$ cat config.mk
export PLATFORM = sky130hd
export DESIGN_NAME = length_prefixed_frame_decoder
export DESIGN_NICKNAME = d
export VERILOG_FILES = /design/src/sv/lpfd_pkg.sv /design/src/sv/lpfd_step.sv /design/src/sv/lpfd_out_reg.sv /design/src/sv/length_prefixed_frame_decoder.sv
export SDC_FILE = /design/constraint.sdc
export NUM_CORES = 1
export LEC_CHECK = 0
export BUFFER_PORTS_ARGS = -buffer_cell sky130_fd_sc_hd__buf_2
export CAP_MARGIN = 20
export CORE_AREA = 8 8 127 158
export DETAILED_ROUTE_END_ITERATION = 7
export DIE_AREA = 0 0 135 166
export PLACE_DENSITY = 0.66
export SLEW_MARGIN = 20
export SYNTH_ARGS = -nofsm -noshare
export SYNTH_HDL_FRONTEND = slang
export SYNTH_SLANG_ARGS = --single-unit
$ cat constraint.sdc
create_clock -name clk -period 5.3 [get_ports clk]
set_input_delay 1.06 -clock clk [delete_from_list [all_inputs] [get_ports clk]]
set_output_delay 1.06 -clock clk [all_outputs]
set_load 0.02 [all_outputs]
$ cat src/sv/lpfd_pkg.sv
// shared types and constants for the length-prefixed frame decoder
package lpfd_pkg;

  // header is one flags byte and a four-byte big-endian length
  localparam logic [2:0] HDR_BYTES = 3'd5;
  // shift that keeps the low three length bytes when a new byte enters
  localparam int LEN_KEEP = 24;

  localparam logic [31:0] MAX_LEN_RESET = 32'd4194304;

  // result kinds
  localparam logic [2:0] KIND_NONE   = 3'd0;
  localparam logic [2:0] KIND_BYTE   = 3'd1;
  localparam logic [2:0] KIND_EMPTY  = 3'd2;
  localparam logic [2:0] KIND_ERROR  = 3'd3;
  localparam logic [2:0] KIND_FINISH = 3'd4;

  // finish verdict
  localparam logic STATUS_OK      = 1'b0;
  localparam logic STATUS_INVALID = 1'b1;

  typedef struct packed {
    logic [7:0] in_byte;
    logic       end_of_stream;
  } in_item_t;

  typedef struct packed {
    logic [2:0] kind;
    logic [7:0] out_byte;
    logic [7:0] frame_flags;
    logic       last_of_frame;
    logic       status;
  } out_item_t;

endpackage

$ cat src/sv/lpfd_step.sv
// frame state registers and the per-byte decode step
module lpfd_step (
  input  logic               clk,
  input  logic               rst_n,
  input  logic               fire,
  input  lpfd_pkg::in_item_t item,
  input  logic [31:0]        max_len,
  output lpfd_pkg::out_item_t result
);
  import lpfd_pkg::*;

  logic [2:0]  hdr_cnt_r, hdr_cnt_nxt;
  logic [7:0]  flags_r, flags_nxt;
  logic [31:0] len_r, len_nxt;
  logic [31:0] pay_cnt_r, pay_cnt_nxt;
  logic        err_r, err_nxt;

  logic [2:0]  hdr_inc;
  logic [31:0] pay_inc;

  assign hdr_inc = hdr_cnt_r + 3'd1;
  assign pay_inc = pay_cnt_r + 32'd1;

  // decode one transaction against the current frame state
  always_comb begin
    hdr_cnt_nxt = hdr_cnt_r;
    flags_nxt   = flags_r;
    len_nxt     = len_r;
    pay_cnt_nxt = pay_cnt_r;
    err_nxt     = err_r;
    result      = '0;
    result.kind = KIND_NONE;

    if (item.end_of_stream) begin
      result.kind   = KIND_FINISH;
      result.status = (err_r || hdr_cnt_r != 3'd0) ? STATUS_INVALID : STATUS_OK;
    end else if (err_r) begin
      result.kind = KIND_NONE;
    end else if (hdr_cnt_r < HDR_BYTES) begin
      // header collection
      if (hdr_cnt_r == 3'd0) begin
        flags_nxt = item.in_byte;
        len_nxt   = '0;
      end else begin
        len_nxt = {len_r[LEN_KEEP-1:0], item.in_byte};
      end
      hdr_cnt_nxt = hdr_inc;
      if (hdr_inc == HDR_BYTES) begin
        if (len_nxt > max_len) begin
          err_nxt            = 1'b1;
          result.kind        = KIND_ERROR;
          result.frame_flags = flags_r;
          result.status      = STATUS_INVALID;
        end else begin
          pay_cnt_nxt = '0;
          if (len_nxt == 32'd0) begin
            hdr_cnt_nxt = 3'd0;
            if (flags_r != 8'd0) begin
              result.kind          = KIND_EMPTY;
              result.frame_flags   = flags_r;
              result.last_of_frame = 1'b1;
            end
          end
        end
      end
    end else begin
      // payload streaming
      result.kind        = KIND_BYTE;
      result.out_byte    = item.in_byte;
      result.frame_flags = flags_r;
      if (pay_inc >= len_r) begin
        result.last_of_frame = 1'b1;
        hdr_cnt_nxt          = 3'd0;
        pay_cnt_nxt          = '0;
      end else begin
        pay_cnt_nxt = pay_inc;
      end
    end
  end

  // control state
  always_ff @(posedge clk) begin
    if (!rst_n) begin
      hdr_cnt_r <= 3'd0;
      err_r     <= 1'b0;
      flags_r   <= 8'd0;
      len_r     <= 32'd0;
      pay_cnt_r <= 32'd0;
    end else if (fire) begin
      hdr_cnt_r <= hdr_cnt_nxt;
      err_r     <= err_nxt;
      flags_r   <= flags_nxt;
      len_r     <= len_nxt;
      pay_cnt_r <= pay_cnt_nxt;
    end
  end

  // header count never passes the header size
  a_hdr_range: assert property (@(posedge clk) disable iff (!rst_n)
    hdr_cnt_r <= HDR_BYTES)
    else $error("header count out of range");

  // the oversize error is sticky
  a_err_sticky: assert property (@(posedge clk) disable iff (!rst_n)
    err_r |=> err_r)
    else $error("sticky error cleared");

  // while payload streams, fewer bytes have gone out than the length
  a_pay_below_len: assert property (@(posedge clk) disable iff (!rst_n)
    (hdr_cnt_r == HDR_BYTES && !err_r) |-> (pay_cnt_r < len_r))
    else $error("payload count reached frame length");

  // payload count is zero between frames
  a_pay_idle: assert property (@(posedge clk) disable iff (!rst_n)
    (hdr_cnt_r == 3'd0) |-> (pay_cnt_r == 32'd0))
    else $error("payload count nonzero outside a frame");

endmodule

$ cat src/sv/lpfd_out_reg.sv
// result register on the output channel
module lpfd_out_reg (
  input  logic                clk,
  input  logic                rst_n,
  input  logic                load,
  input  lpfd_pkg::out_item_t load_data,
  input  logic                out_stall,
  output logic                out_valid,
  output lpfd_pkg::out_item_t out_data
);
  import lpfd_pkg::*;

  logic      valid_r;
  out_item_t data_r;

  // valid tracks load and downstream take
  always_ff @(posedge clk) begin
    if (!rst_n) begin
      valid_r <= 1'b0;
    end else if (load) begin
      valid_r <= 1'b1;
    end else if (!out_stall) begin
      valid_r <= 1'b0;
    end
  end

  // payload
  always_ff @(posedge clk) begin
    if (load) begin
      data_r <= load_data;
    end
  end

  assign out_valid = valid_r;
  assign out_data  = data_r;

  // a stalled result is never overwritten
  a_no_overwrite: assert property (@(posedge clk) disable iff (!rst_n)
    (valid_r && out_stall) |-> !load)
    else $error("stalled result overwritten");

endmodule

$ cat src/sv/length_prefixed_frame_decoder.sv
// top level of the length-prefixed frame decoder
// path: an accepted transaction is held in the input register, decoded, and then held in the result register
// throughput: one byte per cycle while the output is not stalled, set by the combinational decode
//   step between the input register and the result register
// reset: synchronous active-low rst_n clears the frame state and sticky error and
//   loads max_len_r with 4194304
module length_prefixed_frame_decoder (
  input  logic                clk,
  input  logic                rst_n,
  input  logic                in_valid,
  output logic                in_stall,
  input  lpfd_pkg::in_item_t  in_data,
  output logic                out_valid,
  input  logic                out_stall,
  output lpfd_pkg::out_item_t out_data,
  input  logic                cfg_we,
  input  logic [31:0]         cfg_wdata
);
  import lpfd_pkg::*;

  logic        in_valid_r;
  in_item_t    in_data_r;
  logic [31:0] max_len_r;
  logic        advance;
  logic        fire;
  logic        in_take;
  out_item_t   step_res;

  // the result register frees up when empty or being taken
  assign advance  = !out_valid || !out_stall;
  assign fire     = in_valid_r && advance;
  assign in_stall = in_valid_r && !advance;
  assign in_take  = in_valid && !in_stall;

  // configuration register
  always_ff @(posedge clk) begin
    if (!rst_n) begin
      max_len_r <= MAX_LEN_RESET;
    end else if (cfg_we) begin
      max_len_r <= cfg_wdata;
    end
  end

  // input register valid
  always_ff @(posedge clk) begin
    if (!rst_n) begin
      in_valid_r <= 1'b0;
    end else if (in_take) begin
      in_valid_r <= 1'b1;
    end else if (fire) begin
      in_valid_r <= 1'b0;
    end
  end

  // input register payload
  always_ff @(posedge clk) begin
    if (in_take) begin
      in_data_r <= in_data;
    end
  end

  lpfd_step u_step (
    .clk     (clk),
    .rst_n   (rst_n),
    .fire    (fire),
    .item    (in_data_r),
    .max_len (max_len_r),
    .result  (step_res)
  );

  lpfd_out_reg u_out (
    .clk       (clk),
    .rst_n     (rst_n),
    .load      (fire),
    .load_data (step_res),
    .out_stall (out_stall),
    .out_valid (out_valid),
    .out_data  (out_data)
  );

  // a held transaction moves on as soon as the result side frees up
  a_fire_when_free: assert property (@(posedge clk) disable iff (!rst_n)
    (in_valid_r && !out_valid) |-> fire)
    else $error("held transaction not issued");

  // every issued transaction shows up as a result next cycle
  a_result_follows: assert property (@(posedge clk) disable iff (!rst_n)
    fire |=> out_valid)
    else $error("issued transaction lost");

  // an accepted transaction is held in the input register next cycle
  a_take_held: assert property (@(posedge clk) disable iff (!rst_n)
    in_take |=> in_valid_r)
    else $error("accepted transaction dropped");

endmodule
# Word level (Yosys, flattened, before mapping)
# Index checks and enable logic that the tools add are counted.
[op_classes] add_sub_neg=2 mux=38 order_cmp=3 bitwise=4 eq_ne=4 n_reduce_logical=23
[op_table] op="$mux W32" count=8
[op_table] op="$add A32 B1 Y32 const B" count=1
[op_table] op="$ge A32 B32 Y1" count=1
[op_table] op="$gt A32 B32 Y1" count=1
[op_table] op="$logic_not A32 Y1" count=1
[op_table] op="$mux W3" count=9
[op_table] op="$mux W9" count=3
[op_table] op="$mux W1" count=14
[op_table] op="$mux W10" count=1
[op_table] op="$reduce_and A5 Y1" count=2
[op_table] op="$mux W8" count=1
[op_table] op="$reduce_and A4 Y1" count=2
[op_table] op="$reduce_bool A8 Y1" count=1
[op_table] op="$logic_not A1 Y1" count=4
[op_table] op="$mux W2" count=2
[op_table] op="$ne A2 B2 Y1 const B" count=2
[op_table] op="$not A1 Y1" count=4
[op_table] op="$reduce_bool A2 Y1" count=2
[op_table] op="$reduce_or A4 Y1" count=1
[op_table] op="$add A3 B1 Y3 const B" count=1
[op_table] op="$eq A3 B3 Y1 const B" count=1
[op_table] op="$logic_and A1 B1 Y1" count=3
[op_table] op="$logic_not A3 Y1" count=1
[op_table] op="$lt A3 B3 Y1 const B" count=1
[op_table] op="6 further kinds" count=7
[totals] reg_bits=140 out_inout_bits=23

# Longest topological paths before layout
# Gate-level depths: netlist of the first run.
[depth] depth_word=12 ltp_mapped=17 mapped_depth_nobuf=15

# Modules after synthesis
# Synthesis of the first run repeated with hierarchy kept, for this count alone.
[unflattened] cells_unflattened=903 area_unflattened_um2=8239.2
[by_module_without_submodules] module="lpfd_step" area_each_um2=6018.3 cells_each=762 n_inst=1
[by_module_without_submodules] module="length_prefixed_frame_decoder" area_each_um2=1559.0 cells_each=117 n_inst=1
[by_module_without_submodules] module="lpfd_out_reg" area_each_um2=661.9 cells_each=24 n_inst=1

# Worst setup path after synthesis of the first run
# OpenSTA, ideal clock, no wires.
[synth_timing] path_type="reg-to-reg" start="register u_step.pay_cnt_r[0]" end="register u_step.pay_cnt_r[5]" stages_incl_launch_ff=15 period_less_slack_ps=3708 setup_slack_ps=1592 n_path_buf=2 arrival_ps=3638 required_time_ps=5230 path_cell_list="dfxtp_1 > and2_1 > nand4_1 > nor3_2 > nand4_1 > xnor2_1 > ha_1 > and4_1 > a221o_1 > a2111o_1 > nor3b_4 > and3_1 > buf_6 > buf_12 > o2bb2ai_1"
[synth_between] elab_chain_len=4
[synth_lines] element="from (decl)" line_no="lpfd_step.sv:15" rtl="logic [31:0] pay_cnt_r, pay_cnt_nxt;"
[synth_lines] element="from (signal assigned)" line_no="lpfd_step.sv:94" rtl="pay_cnt_r <= pay_cnt_nxt;"
[synth_lines] element="$add A32 B1 Y32 *" line_no="lpfd_step.sv:22" rtl="assign pay_inc = pay_cnt_r + 32'd1;"
[synth_lines] element="$ge A32 B32 Y1" line_no="lpfd_step.sv:71" rtl="if (pay_inc >= len_r) begin"
[synth_lines] element="$mux W32 *" line_no="lpfd_step.sv:71"
[synth_lines] element="$mux W32 *" line_no="lpfd_step.sv:39" rtl="end else if (hdr_cnt_r < HDR_BYTES) begin"
# Mark *: on every way between the ends. The rest lies on a longest branch, timed or not.
# A chain may end at the register's enable or synchronous reset.

# Final worst setup path of the first run
[layout_timing] start="register u_step.pay_cnt_r[0]" end="register u_step.pay_cnt_r[20]"
# The elaborated chain is that of the path after synthesis.

==> metrics.cfg, run 1 <==
[run_status]
result_of_the_run=finished clean

[logic_synthesis]
async_flop_share_pct=0
yosys.area.top_type_share_pct=28.4
synth.yosys.warnings=0
synthesis.instances=853
synth_area_leader_cell=sky130_fd_sc_hd__dfxtp_1
synth-main-ff-cell=sky130_fd_sc_hd__dfxtp_1
seq_area_frac_synth_pct=40.0
synth.distinct_cells=52
number_of_enable_flip_flop_cells_after_synthesis=30
syn-num-nets=967
netlist_top_cells_area=sky130_fd_sc_hd__dfxtp_1 (28%), sky130_fd_sc_hd__edfxtp_1 (12%), sky130_fd_sc_hd__ha_1 (11%)
synth.avg_cell_area_sq_um=9.10
flop_and_latch_count_out_of_synthesis=140
summed_instance_area_of_the_synthesized_netlist_sq_um=7760

[placement]
gpl.final_weighted_congestion=0.852
place_inst=1120
preCtsSetupSlack_ns=0.735
place_hpwl_um=13200
dpl_cell_area_sq_um=8260
number_of_port_buffers=68

[timing]
period_share_pct=86.4
finalClockSkew_ns=0.0114
final.setup.worst_slack_ns=0.719
maxClockFrequency_mhz=218
timing.final.crit_period_ns=4.58
setup_violations=0
worst_slew_margin_rel_pct=38.6
timing.final.hold_violations=0
fin_worst_hold_slack_ns=0.469
fin_tns_setup_ns=0
max_slew.worst_pin.slew_ns=0.921
finalMaxSlewViolations=0
grt_setup_unrepaired=false

[floorplanning]
core_outline_area_sq_um=17800
design.portCount=69
placement_rows=55
initial_utilization_pct=43.7
die_h_um=166
die-width_um=135
design.die.area_sq_um=22400

[routing]
number_of_vias_per_cell=5.25
detailroute.via_count=6053
wl_um=17900
avgRoutedWirePerCell_um=15.6
dr.first_iter.drc_count=345
remaining_drc_errors=0
drt-pass1-iter-count=5
route.antenna.remaining_nets=0

[clock_network]
cts-root-buf=sky130_fd_sc_hd__clkbuf_16
cts.repair_timing.setup_buffer_count=0
cts_buffers=17
h-tree-depth=4
clock_sinks=140
clock_insertion_delay_worst_skew_ns=0.42
cts.clk_slew.worst_paths_ns=0.06
cts_buffer_depth=2
tritoncts=built
post_cts_hold_buffer_count=0
post_cts_resized=0

[global_routing]
grt_pass1_wl_um=30400
antenna_found_initial=0
grt_max_degree=77
grt_pass1_vias=6097
global_route.overflow_total=0
grt_use_total_pct=16.6

[worst_setup_path]
critical_path.startpoint_type=register
critical_path_class=register to register
critical_path_peak_fanout=21
arr_time_crit_path_ns=4.94
worst_setup_path_end_kind=register
cp_data_required_time_ns=5.66

[pwr]
leakage_dissipation_nw=3.60
vdd.ir_drop.worst_uv=148
power_mw=2.52
power.density_cell_area_nw_per_um2=285

[cells_and_area]
layout_common_cells=sky130_fd_sc_hd__nand2_1 (118), sky130_fd_sc_hd__dfxtp_1 (110), sky130_fd_sc_hd__inv_1 (75), sky130_fd_sc_hd__ha_1 (68), sky130_fd_sc_hd__buf_2 (68)
drive_above_1_share_pct=12.2
layout.filler_cells=1710
final_common_cell=sky130_fd_sc_hd__nand2_1
finish.instance_area_sq_um=8830
nNetsFinal=1025
finalNonFillerCells=1152
area_growth_syn_to_layout_pct=13.8
fin_util_pct=49.8
antenna_cells=0
regArea_sq_um=3100
multi_input_area_sq_um=4210

[hold_path]
hold_path.class=register to register

[job]
max_cap_viol_count=0

-- cell families after synthesis --
| family | Yosys count | synth area share [%] |
|---|---|---|
| flops | 140 | 40.0 |
| buf+inv | 109 | 5.84 |
| fa+ha+maj | 68 | 11.0 |
| simple gates | 314 | 21.0 |
| compound gates | 158 | 14.4 |
| xor+xnor | 30 | 3.39 |
| mux | 34 | 4.39 |
-- worst max-delay path: stages, from the launching register on --
cell and delay [ns]:
sky130_fd_sc_hd__dfxtp_1 0.38, sky130_fd_sc_hd__and2_1 0.16, sky130_fd_sc_hd__nand4_1 0.30, sky130_fd_sc_hd__nor3_2 0.47, sky130_fd_sc_hd__nand4_1 0.41, sky130_fd_sc_hd__xnor2_1 0.28
sky130_fd_sc_hd__ha_1 0.27, sky130_fd_sc_hd__and4_1 0.20, sky130_fd_sc_hd__a221o_1 0.32, sky130_fd_sc_hd__a2111o_1 0.47, sky130_fd_sc_hd__nor3b_4 0.43, sky130_fd_sc_hd__and3_1 0.34
sky130_fd_sc_hd__buf_4 0.31, sky130_fd_sc_hd__a22o_1 0.18
-- cell type report --
| cell class | count | area share, % |
|---|---|---|
| multi-input combinational | 604 | 47.7 |
| inverter | 75 | 3.19 |
| timing repair buffer | 73 | 4.28 |
| sequential | 140 | 35.1 |
| clock inverter | 13 | 1.61 |
| tap | 228 | 3.23 |
| clock buffer | 19 | 4.90 |
-- cell usage after synthesis, drive strengths merged, types with 16 or more instances --
master    n
nand2   119
dfxtp   110
inv      75
ha       68
a21boi   44
and2     43
nor2b    37
a21oi    35
mux2i    34
edfxtp   30
clkbuf   28
nor2     23
a22o     22
nand3    20
nand4    20
xnor2    20
o21ai    16
-- metal layers --
metal	global-route usage (%)	share of wire [%]
met2	26.7	48
met1	21.3	47
met3	2.63	2.9
met4	7.26	2.7
met5	0	0
-- report_power, final --
group | switching [mW] | leakage, nW | internal [mW]
clock | 0.477 | 0.268 | 0.696
sequential | 0.0204 | 1.19 | 1.12
combinational | 0.127 | 2.15 | 0.0812
total | 0.624 | 3.60 | 1.90
-- state kept, by name (all words and copies together) (netlist names) --
signal,cells
in_valid_r,1
u_step.flags_r,8
max_len_r,32
u_step.hdr_cnt_r,3
u_step.pay_cnt_r,32
u_step.len_r,32
u_step.err_r,1
u_out.out_valid,1
in_data_r,9
u_out.out_data,21
-- worst paths after layout --
kind                            cells past startpoint  slack (ns)                 from              endpoint
worst min-delay path                                2        0.47     u_step.len_r[29]      u_step.len_r[29]
worst max register to register                     13        0.72  u_step.pay_cnt_r[0]  u_step.pay_cnt_r[20]
worst max-delay path                               13        0.72  u_step.pay_cnt_r[0]  u_step.pay_cnt_r[20]
worst min register to register                      2        0.47     u_step.len_r[29]      u_step.len_r[29]
(Power assumes the default switching activity.)
==> inputs of run 2 (changes only) <==
--- a/config.mk
+++ b/config.mk
@@ -7,10 +7,11 @@
 export LEC_CHECK = 0
 export BUFFER_PORTS_ARGS = -buffer_cell sky130_fd_sc_hd__buf_2
 export CAP_MARGIN = 20
-export CORE_AREA = 8 8 127 158
+export CORE_AREA = 8 8 143 178
 export DETAILED_ROUTE_END_ITERATION = 7
-export DIE_AREA = 0 0 135 166
-export PLACE_DENSITY = 0.66
+export DIE_AREA = 0 0 151 186
+export PLACE_DENSITY = 0.55
+export SETUP_SLACK_MARGIN = 0.1
 export SLEW_MARGIN = 20
 export SYNTH_ARGS = -nofsm -noshare
 export SYNTH_HDL_FRONTEND = slang
==> run 2 against run 1 <==
Via count decreased by 1.1%; maximum frequency increased by 5.0%; count of clock-buffer cells in the layout unchanged; critical path depth unchanged; critical endpoint is now u_step.pay_cnt_r[22].
==> metrics.cfg, run 2 (synthesis gave the netlist of run 1 again) <==
[timing]
grt_setup_unrepaired=false
fin_tns_setup_ns=0
worst_slew_margin_rel_pct=38.2
timing.final.crit_period_ns=4.36
max_slew.worst_pin.slew_ns=0.927
fin_worst_hold_slack_ns=0.470
maxClockFrequency_mhz=229
setup_violations=0
period_share_pct=82.3
finalClockSkew_ns=0.00730
timing.final.hold_violations=0
finalMaxSlewViolations=0

[hold_path]
hold_path.class=register to register
hold_path_depth=2

[floorplanning]
initial_utilization_pct=34.3
design.die.area_sq_um=28100
design.portCount=69
placement_rows=62
die-width_um=151
die_h_um=186
core_outline_area_sq_um=22700

[routing]
detailroute.via_count=5989
avgRoutedWirePerCell_um=15.5
remaining_drc_errors=0
drt-pass1-iter-count=4
number_of_vias_per_cell=4.93
wl_um=18800
route.antenna.remaining_nets=0
dr.first_iter.drc_count=274

[cells_and_area]
final_common_cell=sky130_fd_sc_hd__nand2_1
layout_common_cells=sky130_fd_sc_hd__nand2_1 (119), sky130_fd_sc_hd__dfxtp_1 (110), sky130_fd_sc_hd__inv_1 (75), sky130_fd_sc_hd__ha_1 (68), sky130_fd_sc_hd__buf_2 (68)
area_growth_syn_to_layout_pct=15.3
drive_above_1_share_pct=12.5
finalNonFillerCells=1214
top_regs=max_len_r: 32 flops, u_step.len_r: 32 flops, u_step.pay_cnt_r: 32 flops
antenna_cells=0
nNetsFinal=1027

[clock_network]
post_cts_hold_buffer_count=0
post_cts_resized=0
cts_buffer_depth=2
cts_buffers=17
cts-root-buf=sky130_fd_sc_hd__clkbuf_16
h-tree-depth=4
tritoncts=built
clock_insertion_delay_worst_skew_ns=0.42
clock_sinks=140
cts.repair_timing.setup_buffer_count=0
cts.clk_slew.worst_paths_ns=0.06

[worst_setup_path]
critical_path_peak_fanout=16
critical_path_class=register to register
worst-r2r-cell-count=13
cp_data_required_time_ns=5.67
arr_time_crit_path_ns=4.73
worst_setup_path_end_kind=register
critical_path.startpoint_type=register

[pwr]
clkPwrFrac_pct=47.4
seq_power_share_pct=44.4
switch_pwr_uw=611
internal_power_mw=1.96
gate_power_share_pct=8.2
p_sw_share_pct=23.8
power.density_cell_area_nw_per_um2=287
vdd.ir_drop.worst_uv=204
leakage_dissipation_nw=3.64

[placement]
gpl.final_weighted_congestion=0.819
place_inst=1182
place_hpwl_um=14000
number_of_port_buffers=68

[global_routing]
grt_use_total_pct=13.9
grt_max_degree=77
grt_pass1_vias=6045
grt_pass1_wl_um=31000
antenna_found_initial=0
global_route.overflow_total=0

[run_status]
result_of_the_run=finished clean

[job]
max_cap_viol_count=0

[run 2: changes by cell type in the layout (fill, tap and decap cells not counted)]
cell	change
sky130_fd_sc_hd__clkbuf_8	+2
sky130_fd_sc_hd__clkbuf_1	-2
sky130_fd_sc_hd__nand2_2	-1
sky130_fd_sc_hd__nand2_1	+1
sky130_fd_sc_hd__clkinv_2	+5
sky130_fd_sc_hd__clkinvlp_4	-2
sky130_fd_sc_hd__bufinv_16	+1
sky130_fd_sc_hd__clkinv_4	-1
sky130_fd_sc_hd__inv_6	-3
sky130_fd_sc_hd__buf_4	+2
[run 2: power by group through the flow]
stage	registers, mW	clock network [mW]	logic [mW]
floorplan	1.16	0	0.139
CTS	1.14	1.25	0.215
finish	1.14	1.22	0.212
global placement	1.16	0	0.212
global route	1.15	1.29	0.238
detailed placement	1.17	0	0.214
[run 2: worst max-delay path, cell delays in order, from the launching register on]
cell and delay [ns]:
sky130_fd_sc_hd__dfxtp_1 0.38, sky130_fd_sc_hd__and2_1 0.16, sky130_fd_sc_hd__nand4_1 0.31, sky130_fd_sc_hd__nor3_2 0.44, sky130_fd_sc_hd__nand4_1 0.40, sky130_fd_sc_hd__xnor2_1 0.27
sky130_fd_sc_hd__ha_1 0.26, sky130_fd_sc_hd__and4_1 0.19, sky130_fd_sc_hd__a221o_1 0.33, sky130_fd_sc_hd__a2111o_1 0.48, sky130_fd_sc_hd__nor3b_4 0.44, sky130_fd_sc_hd__and3_1 0.24
sky130_fd_sc_hd__buf_4 0.23, sky130_fd_sc_hd__a22o_1 0.15
[run 2: path summary, 6_finish.rpt]
check,from,endpoint,slack [ns]
max,u_step.pay_cnt_r[0],u_step.pay_cnt_r[22],0.94
min,u_step.len_r[29],u_step.len_r[29],0.47
max reg2reg,u_step.pay_cnt_r[0],u_step.pay_cnt_r[22],0.94
min reg2reg,u_step.len_r[29],u_step.len_r[29],0.47
[run 2: cell type report]
type / instances / area (sq um)
inverter: 75 / 282
fill: 2332 / 13700
sequential: 140 / 3100
tap: 288 / 360
timing repair buffer: 75 / 393
clock buffer: 19 / 453
clock inverter: 13 / 148
multi-input combinational: 604 / 4210
[run 2: metal layers]
| layer | GRT usage (%) | routed length, um | vias up |
|---|---|---|---|
| li1 | - | - | 3094 |
| met1 | 17.1 | 8830 | 2786 |
| met2 | 23.3 | 9020 | 82 |
| met3 | 2.92 | 544 | 27 |
| met4 | 5.67 | 436 | 0 |
| met5 | 0 | 0 | - |
[run 2: per-stage QoR]
stage                     util, %  power (mW)  area (sq um)  setup WS (ns)
after floorplan                 -        1.30          7760           1.59
final                        39.5        2.57          8950          0.937
after global placement       36.8        1.38          8350           1.03
after global routing         39.5        2.67          8950          0.593
after detailed placement     36.8        1.38          8350          0.936
after CTS                    39.5        2.60          8950          0.921
